$ cat src/rtl/ten_bit_sample_pack_unpack_assert.svh
// Assertion macros shared by the ten-bit sample pack/unpack RTL.
// Depends on nothing; the asserting modules include it by file name.
`ifndef TEN_BIT_SAMPLE_PACK_UNPACK_ASSERT_SVH
`define TEN_BIT_SAMPLE_PACK_UNPACK_ASSERT_SVH

`ifndef SYNTH
// Clocked assertion with an explicit clock and reset.
`define TBSP_ASSERT_CR(lbl, ck, rs, prop, msg) \
  lbl: assert property (@(posedge ck) disable iff (rs) prop) else $error(msg);
// Clocked assertion on the module's own clk and rst.
`define TBSP_ASSERT(lbl, prop, msg) \
  `TBSP_ASSERT_CR(lbl, clk, rst, prop, msg)
`else
`define TBSP_ASSERT_CR(lbl, ck, rs, prop, msg)
`define TBSP_ASSERT(lbl, prop, msg)
`endif

`endif

$ cat src/rtl/tbsp_pkg.sv
// Shared types and constants for the ten-bit sample pack/unpack block.
// Used by the front end, the queue, the back end and the top level.
`timescale 1ns / 1ps

package tbsp_pkg;

  // Width of one input or output word.
  localparam int WORD_W = 16;

  // Depth of the queue between front and back, and the widths derived from it.
  localparam int QUEUE_DEPTH = 2;
  localparam int QUEUE_PTR_W = (QUEUE_DEPTH > 1) ? $clog2(QUEUE_DEPTH) : 1;
  localparam int QUEUE_CNT_W = $clog2(QUEUE_DEPTH + 1);

  // Configuration address width and register index of the mode register.
  localparam int PADDR_W = 3;
  localparam logic REG_PACK_MODE = 1'b0;

  // Configuration seen by the front end.
  typedef struct packed {
    logic pack_mode;
    logic clear;
  } cfg_t;

  // One queued job: one or two output words produced by one input word.
  typedef struct packed {
    logic [WORD_W-1:0] word0;
    logic [WORD_W-1:0] word1;
    logic              two_words;
  } entry_t;

endpackage

$ cat src/rtl/tbsp_front.sv
// Front end: accepts input words, keeps the group phase and carried bits,
// and turns each word that yields a result into a queue entry. Depends on tbsp_pkg.
`timescale 1ns / 1ps
`include "ten_bit_sample_pack_unpack_assert.svh"

module tbsp_front (
  input  logic                      clk,
  input  logic                      rst,
  input  tbsp_pkg::cfg_t            cfg,
  input  logic                      in_valid,
  output logic                      in_stall,
  input  logic [tbsp_pkg::WORD_W-1:0] data_in,
  input  logic                      queue_full,
  output logic                      push,
  output tbsp_pkg::entry_t          push_entry
);
  import tbsp_pkg::*;

  localparam logic [2:0] PHASE_FIRST  = 3'd0;
  localparam logic [2:0] PHASE_SECOND = 3'd1;
  localparam logic [2:0] PHASE_THIRD  = 3'd2;
  localparam logic [2:0] PHASE_FOURTH = 3'd3;
  localparam logic [2:0] PHASE_FIFTH  = 3'd4;

  logic [2:0] group_phase;
  logic [7:0] carry_bits;
  logic [2:0] group_phase_next;
  logic [7:0] carry_bits_next;
  logic       accept;
  logic       round_up;
  logic [9:0] pack_code;
  logic [9:0] unpack_code;
  logic [7:0] byte_in;
  logic       has_result;

  assign in_stall = queue_full;
  assign accept   = in_valid && !queue_full;
  assign byte_in  = data_in[7:0];

  // Sample to code: arithmetic shift by six, corrected toward zero, plus 512.
  assign round_up  = data_in[15] && (data_in[5:0] != 6'd0);
  assign pack_code = {~data_in[15], data_in[14:6]} + {9'd0, round_up};

  // Work out the entry and the next state for the word on the input.
  always_comb begin
    group_phase_next = group_phase;
    carry_bits_next  = carry_bits;
    unpack_code      = 10'd0;
    has_result       = 1'b1;
    push_entry       = '0;
    if (cfg.pack_mode) begin
      case (group_phase)
        PHASE_SECOND: begin
          push_entry.word0 = {8'd0, carry_bits[1:0], pack_code[9:4]};
          carry_bits_next  = {4'd0, pack_code[3:0]};
          group_phase_next = PHASE_THIRD;
        end
        PHASE_THIRD: begin
          push_entry.word0 = {8'd0, carry_bits[3:0], pack_code[9:6]};
          carry_bits_next  = {2'd0, pack_code[5:0]};
          group_phase_next = PHASE_FOURTH;
        end
        PHASE_FOURTH: begin
          push_entry.word0     = {8'd0, carry_bits[5:0], pack_code[9:8]};
          push_entry.word1     = {8'd0, pack_code[7:0]};
          push_entry.two_words = 1'b1;
          carry_bits_next      = 8'd0;
          group_phase_next     = PHASE_FIRST;
        end
        default: begin
          push_entry.word0 = {8'd0, pack_code[9:2]};
          carry_bits_next  = {6'd0, pack_code[1:0]};
          group_phase_next = PHASE_SECOND;
        end
      endcase
    end else begin
      case (group_phase)
        PHASE_SECOND: begin
          unpack_code      = {carry_bits, byte_in[7:6]};
          carry_bits_next  = {2'd0, byte_in[5:0]};
          group_phase_next = PHASE_THIRD;
        end
        PHASE_THIRD: begin
          unpack_code      = {carry_bits[5:0], byte_in[7:4]};
          carry_bits_next  = {4'd0, byte_in[3:0]};
          group_phase_next = PHASE_FOURTH;
        end
        PHASE_FOURTH: begin
          unpack_code      = {carry_bits[3:0], byte_in[7:2]};
          carry_bits_next  = {6'd0, byte_in[1:0]};
          group_phase_next = PHASE_FIFTH;
        end
        PHASE_FIFTH: begin
          unpack_code      = {carry_bits[1:0], byte_in};
          carry_bits_next  = 8'd0;
          group_phase_next = PHASE_FIRST;
        end
        default: begin
          carry_bits_next  = byte_in;
          group_phase_next = PHASE_SECOND;
          has_result       = 1'b0;
        end
      endcase
      // Code to sample: (code - 512) * 64 in two's complement.
      push_entry.word0 = {~unpack_code[9], unpack_code[8:0], 6'd0};
    end
  end

  assign push = accept && has_result;

  // Group state; a mode write starts a fresh group.
  always_ff @(posedge clk) begin
    if (rst || cfg.clear) begin
      group_phase <= PHASE_FIRST;
      carry_bits  <= 8'd0;
    end else if (accept) begin
      group_phase <= group_phase_next;
      carry_bits  <= carry_bits_next;
    end
  end

  `TBSP_ASSERT(a_clear_restarts, cfg.clear |=> (group_phase == PHASE_FIRST && carry_bits == 8'd0),
    "mode write did not restart the group")
  `TBSP_ASSERT(a_pack_phase_range, cfg.pack_mode |-> (group_phase <= PHASE_FOURTH),
    "pack phase out of range")
  `TBSP_ASSERT(a_no_push_when_full, queue_full |-> !push,
    "front pushed into a full queue")

endmodule

$ cat src/rtl/tbsp_queue.sv
// Short queue of jobs between the front end and the back end.
// Depends on tbsp_pkg for the entry type and depth.
`timescale 1ns / 1ps
`include "ten_bit_sample_pack_unpack_assert.svh"

module tbsp_queue (
  input  logic             clk,
  input  logic             rst,
  input  logic             push,
  input  tbsp_pkg::entry_t push_entry,
  output logic             full,
  input  logic             pop,
  output logic             head_valid,
  output tbsp_pkg::entry_t head_entry
);
  import tbsp_pkg::*;

  entry_t                 slots [QUEUE_DEPTH];
  logic [QUEUE_PTR_W-1:0] wr_ptr;
  logic [QUEUE_PTR_W-1:0] rd_ptr;
  logic [QUEUE_CNT_W-1:0] count;

  assign full       = (count == QUEUE_CNT_W'(QUEUE_DEPTH));
  assign head_valid = (count != '0);
  assign head_entry = slots[rd_ptr];

  // Entry storage.
  always_ff @(posedge clk) begin
    if (push) begin
      slots[wr_ptr] <= push_entry;
    end
  end

  // Pointers and fill count.
  always_ff @(posedge clk) begin
    if (rst) begin
      wr_ptr <= '0;
      rd_ptr <= '0;
      count  <= '0;
    end else begin
      if (push) begin
        wr_ptr <= (wr_ptr == QUEUE_PTR_W'(QUEUE_DEPTH - 1)) ? '0 : wr_ptr + 1'b1;
      end
      if (pop) begin
        rd_ptr <= (rd_ptr == QUEUE_PTR_W'(QUEUE_DEPTH - 1)) ? '0 : rd_ptr + 1'b1;
      end
      if (push && !pop) begin
        count <= count + 1'b1;
      end else if (pop && !push) begin
        count <= count - 1'b1;
      end
    end
  end

  `TBSP_ASSERT(a_count_range, count <= QUEUE_CNT_W'(QUEUE_DEPTH), "queue count overflow")
  `TBSP_ASSERT(a_no_pop_empty, pop |-> head_valid, "pop from an empty queue")
  `TBSP_ASSERT(a_count_up, (push && !pop) |=> (count == $past(count) + 1'b1),
    "queue count did not follow a push")

endmodule

$ cat src/rtl/tbsp_back.sv
// Back end: takes jobs from the queue and sends their words one per cycle,
// unless out_stall holds them, through a registered output stage. Depends on tbsp_pkg.
`timescale 1ns / 1ps
`include "ten_bit_sample_pack_unpack_assert.svh"

module tbsp_back (
  input  logic                        clk,
  input  logic                        rst,
  input  logic                        head_valid,
  input  tbsp_pkg::entry_t            head_entry,
  output logic                        pop,
  output logic                        out_valid,
  input  logic                        out_stall,
  output logic [tbsp_pkg::WORD_W-1:0] data_out,
  output logic                        last
);
  import tbsp_pkg::*;

  logic              pend_valid;
  logic [WORD_W-1:0] pend_word;
  logic              advance;

  assign advance = !out_valid || !out_stall;
  assign pop     = advance && !pend_valid && head_valid;

  // Output stage and the held second word of a two-word job.
  always_ff @(posedge clk) begin
    if (rst) begin
      out_valid  <= 1'b0;
      pend_valid <= 1'b0;
    end else if (advance) begin
      if (pend_valid) begin
        out_valid  <= 1'b1;
        pend_valid <= 1'b0;
      end else begin
        out_valid  <= head_valid;
        pend_valid <= head_valid && head_entry.two_words;
      end
    end
  end

  // Payload registers.
  always_ff @(posedge clk) begin
    if (advance) begin
      if (pend_valid) begin
        data_out <= pend_word;
        last     <= 1'b1;
      end else begin
        data_out  <= head_entry.word0;
        last      <= !head_entry.two_words;
        pend_word <= head_entry.word1;
      end
    end
  end

  `TBSP_ASSERT(a_pend_needs_out, pend_valid |-> out_valid, "second word held with no first word")
  `TBSP_ASSERT(a_first_has_second, (out_valid && !last) |-> pend_valid,
    "first word of a pair without its second")
  `TBSP_ASSERT(a_second_follows, (out_valid && !last && !out_stall) |=> (out_valid && last),
    "second word did not follow the first")

endmodule

$ cat src/rtl/ten_bit_sample_pack_unpack.sv
// Ten-bit sample pack/unpack block.
// The input channel (in_valid, in_stall, data_in) takes one word per accepted
// cycle; the output channel (out_valid, out_stall, data_out, last) gives words.
// pack_mode (APB register at byte address 0) selects the direction: 1 packs
// signed 16-bit samples into bytes, four 10-bit codes in five bytes; 0 unpacks
// bytes into samples. Writing pack_mode restarts the group; write it only idle.
// A job is written into the queue and then loaded into the output stage,
// and out_stall may hold it there. Throughput: one input word per cycle
// while in_stall is low. The output stage sends one word per cycle unless
// stalled, so the second byte of a fourth pack sample delays the next job
// and in_stall can rise in pack mode; unpack mode takes one byte per cycle
// while in_stall is low. The first byte of each unpack group gives no result.
// last marks the final word caused by one input word.
// A two-entry queue lies between the front end and the output stage; when the
// receiver stalls the queue fills and in_stall rises once it is full.
// Reset clears the group state, the queue and the output stage and sets
// pack_mode to 0 (unpack).
// Depends on tbsp_pkg, tbsp_front, tbsp_queue and tbsp_back.
`timescale 1ns / 1ps

module ten_bit_sample_pack_unpack (
  input  logic                          clk,
  input  logic                          rst,
  input  logic                          psel,
  input  logic                          penable,
  input  logic                          pwrite,
  input  logic [tbsp_pkg::PADDR_W-1:0]  paddr,
  input  logic [31:0]                   pwdata,
  output logic [31:0]                   prdata,
  output logic                          pready,
  input  logic                          in_valid,
  output logic                          in_stall,
  input  logic [tbsp_pkg::WORD_W-1:0]   data_in,
  output logic                          out_valid,
  input  logic                          out_stall,
  output logic [tbsp_pkg::WORD_W-1:0]   data_out,
  output logic                          last
);
  import tbsp_pkg::*;

  logic   pack_mode;
  logic   mode_write;
  cfg_t   cfg;
  logic   queue_full;
  logic   push;
  entry_t push_entry;
  logic   pop;
  logic   head_valid;
  entry_t head_entry;

  // Register port: one mode register.
  assign pready     = 1'b1;
  assign mode_write = psel && penable && pwrite && (paddr[2] == REG_PACK_MODE);
  assign prdata     = (paddr[2] == REG_PACK_MODE) ? {31'd0, pack_mode} : 32'd0;

  always_ff @(posedge clk) begin
    if (rst) begin
      pack_mode <= 1'b0;
    end else if (mode_write) begin
      pack_mode <= pwdata[0];
    end
  end

  assign cfg.pack_mode = pack_mode;
  assign cfg.clear     = mode_write;

  // Front end.
  tbsp_front u_front (
    .clk        (clk),
    .rst        (rst),
    .cfg        (cfg),
    .in_valid   (in_valid),
    .in_stall   (in_stall),
    .data_in    (data_in),
    .queue_full (queue_full),
    .push       (push),
    .push_entry (push_entry)
  );

  // Job queue.
  tbsp_queue u_queue (
    .clk        (clk),
    .rst        (rst),
    .push       (push),
    .push_entry (push_entry),
    .full       (queue_full),
    .pop        (pop),
    .head_valid (head_valid),
    .head_entry (head_entry)
  );

  // Back end and output stage.
  tbsp_back u_back (
    .clk        (clk),
    .rst        (rst),
    .head_valid (head_valid),
    .head_entry (head_entry),
    .pop        (pop),
    .out_valid  (out_valid),
    .out_stall  (out_stall),
    .data_out   (data_out),
    .last       (last)
  );

endmodule
$ cat config.mk
export PLATFORM = sky130hd
export DESIGN_NAME = ten_bit_sample_pack_unpack
export DESIGN_NICKNAME = d
export VERILOG_FILES = /design/src/rtl/tbsp_pkg.sv /design/src/rtl/tbsp_front.sv /design/src/rtl/tbsp_queue.sv /design/src/rtl/tbsp_back.sv /design/src/rtl/ten_bit_sample_pack_unpack.sv
export VERILOG_INCLUDE_DIRS = /design/src /design/src/rtl
export SDC_FILE = /design/constraint.sdc
export NUM_CORES = 1
export LEC_CHECK = 0
export ABC_AREA = 1
export BUFFER_PORTS_ARGS = -buffer_cell sky130_fd_sc_hd__buf_4
export CORE_AREA = 4 4 107 109
export CTS_BUF_LIST = sky130_fd_sc_hd__clkbuf_8
export DETAILED_ROUTE_END_ITERATION = 7
export DIE_AREA = 0 0 111 113
export GPL_TIMING_DRIVEN = 1
export PLACE_DENSITY = 0.79
export SYNTH_ARGS = -nofsm -noshare
export SYNTH_HDL_FRONTEND = slang
export SYNTH_SLANG_ARGS = --single-unit
$ cat constraint.sdc
create_clock -name clk -period 3.15 [get_ports clk]
set_input_delay 0.315 -clock clk [delete_from_list [all_inputs] [get_ports clk]]
set_output_delay 0.315 -clock clk [all_outputs]
set_load 0.005 [all_outputs]
==> results.json, run 1 <==
{
  "status": "completed",
  "cts_max_level": 3,
  "port_buffers": 44,
  "cellPowerDensity_mw_per_mm2": 697,
  "syn2layout_area_growth_pct": 10.8,
  "tightest_slew_ns": 0.582,
  "pwr-share-comb_pct": 29.5,
  "n_fill_cell": 986,
  "synthesis.instances": 513,
  "worstSetupStartpointType": "register",
  "clockBufferDepth": 2,
  "path_class": "reg -> reg",
  "fin_crit_ns": 2.32,
  "power.internal_w": 0.00241,
  "avgViaCountPerCell": 4.99,
  "crit_fanout": 11,
  "grt_pass1_wl_um": 16600,
  "grt.total_usage_pct": 16.7,
  "syn_avg_cell_area_um2": 9.12,
  "die_h_um": 113,
  "regArea_mm2": 0.00263,
  "ir_worst_vdd_uv": 376,
  "synth_warnings": 0,
  "place.gp.congestion": 0.961,
  "ys_seq_area_share_pct": 56.3,
  "clkTransAtPathRegs_ns": 0.09,
  "rsz0062_at_grt": "no",
  "crit_arrival_ns": 2.58,
  "p_switching_w": 0.00120,
  "cts_setup_buffers": 0,
  "die_x_um": 111,
  "power.clock.fraction_pct": 19.9,
  "dieArea_mm2": 0.0125,
  "first_iter_violations": 174,
  "p_leak_nw": 2.17,
  "nets": 617,
  "std_cell_rows": 38,
  "fin_crit_sh_pct": 73.8,
  "end_kind": "register",
  "cts_resized": 0,
  "synthTopCellsByArea": "edfxtp_1 48%, nand2_1 8.3%, dfxtp_1 8.1%",
  "critical_path_required_ns": 3.41,
  "root_buffer": "clkbuf_8",
  "via_count": 3500,
  "cts_tree": "built",
  "clk_latency_ns": 0.37,
  "initial_core_util_pct": 44.1,
  "maxCapViolations": 0,
  "setup_viol": 0,
  "synth.most_common_cell": "nand2_1",
  "drc": 0,
  "drt_first_pass_iters": 5,
  "multi_input_area_mm2": 0.00162,
  "syn_area_mm2": 0.00468,
  "finalSetupTns_ns": 0,
  "ctsHoldBuffers": 0,
  "io_pins": 110,
  "yosys.area.top_type": "edfxtp_1",
  "antenna_found_initial": 0,
  "n_antenna_cell": 0,
  "ys_types": 36,
  "cts_sinks": 94,
  "ys_ff_latch": 94,
  "dp_hpwl_um": 7540,
  "cts_buffers": 9,
  "grt_max_degree": 27,
  "overflow": 0,
  "hold_slack_ns": 0.133,
  "hold_viol": 0,
  "synthArstFlopShare_pct": 0,
  "hold_class": "in -> reg",
  "synth_top_area_share_pct": 48.1,
  "synth-edff-count": 75,
  "final_area_mm2": 0.00518,
  "drt_wl_total_um": 10300,
  "seqPwrFrac_pct": 50.6,
  "ys.flop_type": "edfxtp_1",
  "grt_pass1_vias": 3368,
  "swShare_pct": 33.3,
  "drv_slew": 0,
  "fmax_mhz": 430,
  "placed_area_mm2": 0.00501,
  "wl_per_cell_um": 14.7,
  "skew_ns": 0.00896,
  "core-area_mm2": 0.0106,
  "drive_gt1_share_pct": 16.2,
  "ant_nets": 0,
  "slew_headroom_pct": 61.2,
  "synth_common_cells": "103 x nand2_1, 75 x edfxtp_1, 65 x nor2_1"
}
through the flow:
stage                     setup WS [ns]  total power [W]  utilization (%)  instances
final                             0.827          0.00361             48.9        701
after global routing              0.588          0.00386             48.9        701
after CTS                         0.849          0.00364             48.9        701
after detailed placement          0.863          0.00293             47.3        685
after global placement            0.863          0.00290             47.3        685
after floorplan                   0.812          0.00253                -        543
power by group through the flow:
stage | Combinational (W) | Clock, W | Sequential (W)
after floorplan | 0.000683 | 0 | 0.00185
after global placement | 0.00106 | 0 | 0.00185
after detailed placement | 0.00107 | 0 | 0.00186
after CTS | 0.00107 | 0.000733 | 0.00183
after global routing | 0.00121 | 0.000793 | 0.00186
final | 0.00107 | 0.000720 | 0.00183
metal layers:
layer | wire (um) | part of all wire [%] | vias to the layer above | track usage (%)
li1 | - | - | 1747 | -
met1 | 4310 | 42 | 1592 | 20.6
met2 | 5040 | 49 | 147 | 28.8
met3 | 728 | 7.1 | 14 | 4.22
met4 | 205 | 2.0 | 0 | 5.67
met5 | 0 | 0 | - | 0
sequential cells by signal, summed over array words and instances (netlist names), named ones only:
| name | cells |
|---|---|
| u_front.carry_bits | 8 |
| u_queue.wr_ptr | 1 |
| u_queue.count | 2 |
| u_queue.rd_ptr | 1 |
| u_back.out_valid | 1 |
| u_back.data_out | 16 |
| u_back.last | 1 |
| u_front.group_phase | 3 |
| u_back.pend_valid | 1 |
| pack_mode | 1 |
| u_back.pend_word | 8 |
| u_queue.slots | 50 |
layout make-up:
cell class / count / area share (%)
Inverter: 52 / 3.76
Clock inverter: 7 / 0.917
Multi-Input combinational cell: 347 / 31.2
Sequential cell: 94 / 50.8
Clock buffer: 9 / 2.39
Tap cell: 140 / 3.38
Timing Repair Buffer: 52 / 7.53
path summary, 6_finish.rpt:
check / startpoint / endpoint / slack [ns] / depth (start not counted)
hold / removal: rst / u_back.out_valid / 0.13 / 2
hold reg to reg: u_queue.rd_ptr / register / 0.46 / 1
setup / recovery: u_front.group_phase[0] / u_queue.count[1] / 0.83 / 11
setup reg to reg: u_front.group_phase[0] / u_queue.count[1] / 0.83 / 11
cell families after synthesis:
group | share of synthesized area [%]
AO/OA/AOI/OAI | 10.3
AND/OR/NAND/NOR | 20.5
buffers and inverters | 11.6
adder cells (fa/ha/maj) | 0.802
flip-flops | 56.3
XOR/XNOR | 0.375
other | 0.161
cell usage in the layout (no fill, tap or decap), drive strengths merged, types with 6 or more instances in the layout:
master  instances
nand4           9
nor3            6
buf            52
o21ai          32
conb           32
nand3          28
nor2           71
a21oi          36
o22ai           8
edfxtp         75
dfxtp          19
inv            53
clkbuf          9
nand2         108
worst max-delay path, stage by stage, from the launching register on:
cell	delay (ns)
dfxtp_1	0.36
o21ai_2	0.50
nand2_1	0.16
inv_2	0.12
nand2_1	0.06
nand2_1	0.16
inv_2	0.07
ha_1	0.32
a21oi_1	0.12
o21ai_0	0.12
o21ai_0	0.17
a21oi_1	0.05
No activity file was read; power rests on OpenSTA's default activity.
==> run 2: changes to the inputs <==
--- a/config.mk
+++ b/config.mk
@@ -13,7 +13,7 @@
 export DETAILED_ROUTE_END_ITERATION = 7
 export DIE_AREA = 0 0 111 113
 export GPL_TIMING_DRIVEN = 1
-export PLACE_DENSITY = 0.79
+export PLACE_DENSITY = 0.82
 export SYNTH_ARGS = -nofsm -noshare
 export SYNTH_HDL_FRONTEND = slang
 export SYNTH_SLANG_ARGS = --single-unit
==> constraint.sdc (replaced) <==
create_clock -name clk -period 2 [get_ports clk]
set_input_delay 0.2 -clock clk [delete_from_list [all_inputs] [get_ports clk]]
set_output_delay 0.2 -clock clk [all_outputs]
set_load 0.005 [all_outputs]
==> run 2 against run 1 <==
Compared with the run above: combinational power up 67%; sequential cell count unchanged; register-to-register slack got worse by 0.61 ns; clock power grew 64%; first-iteration DRC count up 50%; critical path depth unchanged.
==> results.json, run 2 (same netlist as run 1, synthesis figures left out) <==
{
  "grt_pass1_vias": 3372,
  "n_antenna_cell": 0,
  "clkTransAtPathRegs_ns": 0.10,
  "drive_gt1_share_pct": 18.7,
  "antenna_found_initial": 0,
  "rsz0062_at_grt": "no",
  "ir_worst_vdd_uv": 501,
  "grt_max_degree": 26,
  "die_x_um": 111,
  "holdPathEnd": "u_back.pend_valid",
  "drt_wl_total_um": 10600,
  "cts_tree": "built",
  "p_leak_nw": 2.24,
  "n_fill_cell": 997,
  "crit_path_start": "u_front.group_phase[0]",
  "overflow": 0,
  "cp_num_buf_inv": 2,
  "crit_arrival_ns": 2.03,
  "ctsHoldBuffers": 0,
  "crit_chain": "o21ai_2 -> nand2_1 -> inv_2 -> nand2_1 -> nand2_2 -> inv_2 -> ha_1 -> a21oi_1 -> o21ai_1 -> o21ai_1 -> a21oi_1",
  "reg2reg_depth": 11,
  "mostFrequentLayoutCell": "nand2_1",
  "min_from": "rst",
  "die_h_um": 113,
  "r2r_slack_ns": 0.22,
  "fin_crit_sh_pct": 89.0,
  "syn2layout_area_growth_pct": 13.7,
  "via_count": 3589,
  "drt_first_pass_iters": 4,
  "r2r_start": "u_front.group_phase[0]",
  "worstSetupStartpointType": "register",
  "path_class": "reg -> reg",
  "dp_hpwl_um": 7950,
  "end_kind": "register",
  "holdPathStages": 2,
  "critPathMaxStageDelay_ns": 0.38,
  "reg_top3": "u_queue.slots x50, u_back.data_out x16",
  "ant_nets": 0,
  "grt.total_usage_pct": 16.8,
  "cellPowerDensity_mw_per_mm2": 1100,
  "nets": 628,
  "hold_viol": 0,
  "slowest_stage": "dfxtp_4",
  "cts_buffers": 9,
  "clk_latency_ns": 0.35,
  "dieArea_mm2": 0.0125,
  "io_pins": 110,
  "std_cell_rows": 38,
  "initial_core_util_pct": 44.1,
  "place.gp.congestion": 0.951,
  "skew_ns": 0.0156,
  "status": "completed",
  "core-area_mm2": 0.0106,
  "post-place-ws_ns": -0.0556,
  "avgViaCountPerCell": 5.04,
  "root_buffer": "clkbuf_8",
  "cts_sinks": 94,
  "layout_common_cells": "102 x nand2_1, 75 x edfxtp_1, 62 x nor2_1",
  "first_iter_violations": 261,
  "drc": 0,
  "hold_slack_ns": 0.0196,
  "cpLargestDelayFamily": "compound AO/OA/AOI/OAI gates",
  "setup_viol": 0,
  "maxCapViolations": 0,
  "regMostFlops": "u_queue.slots",
  "post-route-util_pct": 50.2,
  "layout_setup_ws_ns": 0.219,
  "cts_max_level": 3,
  "largest_reg_flops": 50,
  "clockBufferDepth": 2,
  "port_buffers": 44,
  "wl_per_cell_um": 14.9,
  "critical_path_required_ns": 2.25,
  "r2r_end": "u_queue.count[1]",
  "hold_class": "in -> reg",
  "fin_crit_ns": 1.78,
  "fmax_mhz": 562,
  "drv_slew": 0,
  "grt_pass1_wl_um": 16800,
  "crit_fanout": 5
}
-- run 2: cell count changes in the layout (fill, tap and decap cells not counted), sizes merged --
cell / change
buf: +11
clkinv: -3
inv: +2
clkinvlp: +1
-- run 2: worst max-delay path by stage --
stage,endpoint,cells past startpoint
2_1_floorplan,u_queue.slots[1][0],6
3_3_place_gp,u_queue.slots[0][12],14
3_5_place_dp,u_queue.slots[0][11],14
4_1_cts,u_queue.count[1],12
5_1_grt,u_queue.count[1],12
6_report,u_queue.count[1],11
-- run 2: layer usage --
layer  track usage (%)  part of all wire, %  up-vias
li1                  -                    -     1773
met1              21.3                   42     1674
met2              29.8                   51      132
met3              2.99                  5.7       10
met4              4.60                 0.93        0
met5                 0                    0        -
-- run 2: final cells by class --
| type | instances | area [um^2] | share of cell area, % |
|---|---|---|---|
| Sequential cell | 94 | 2640 | 49.7 |
| Multi-Input combinational cell | 347 | 1630 | 30.6 |
| Timing Repair Buffer | 63 | 498 | 9.36 |
| Inverter | 52 | 195 | 3.67 |
| Tap cell | 140 | 175 | 3.29 |
| Clock buffer | 9 | 124 | 2.33 |
| Clock inverter | 7 | 58.8 | 1.11 |
-- run 2: stage by stage --
step | total power (W) | std cells | instance area, um^2 | setup TNS, ns
6_report | 0.00585 | 712 | 5320 | 0
4_1_cts | 0.00585 | 712 | 5310 | 0
5_1_grt | 0.00620 | 712 | 5320 | 0
2_1_floorplan | 0.00399 | 543 | 4800 | 0
3_5_place_dp | 0.00470 | 696 | 5120 | -0.371
3_3_place_gp | 0.00463 | 696 | 5120 | -0.0188
-- run 2: what timing repair did --
item,in CTS,in global routing
buffers inserted,0,0
gates cloned,0,0
gates resized for setup,1,10
setup endpoints to repair,1,1
-- run 2: power by group --
group	internal [W]	total (W)	switching, W
logic	0.000693	0.00179	0.00109
registers	0.00271	0.00288	0.000169
clock network	0.000472	0.00118	0.000705
total	0.00388	0.00585	0.00197
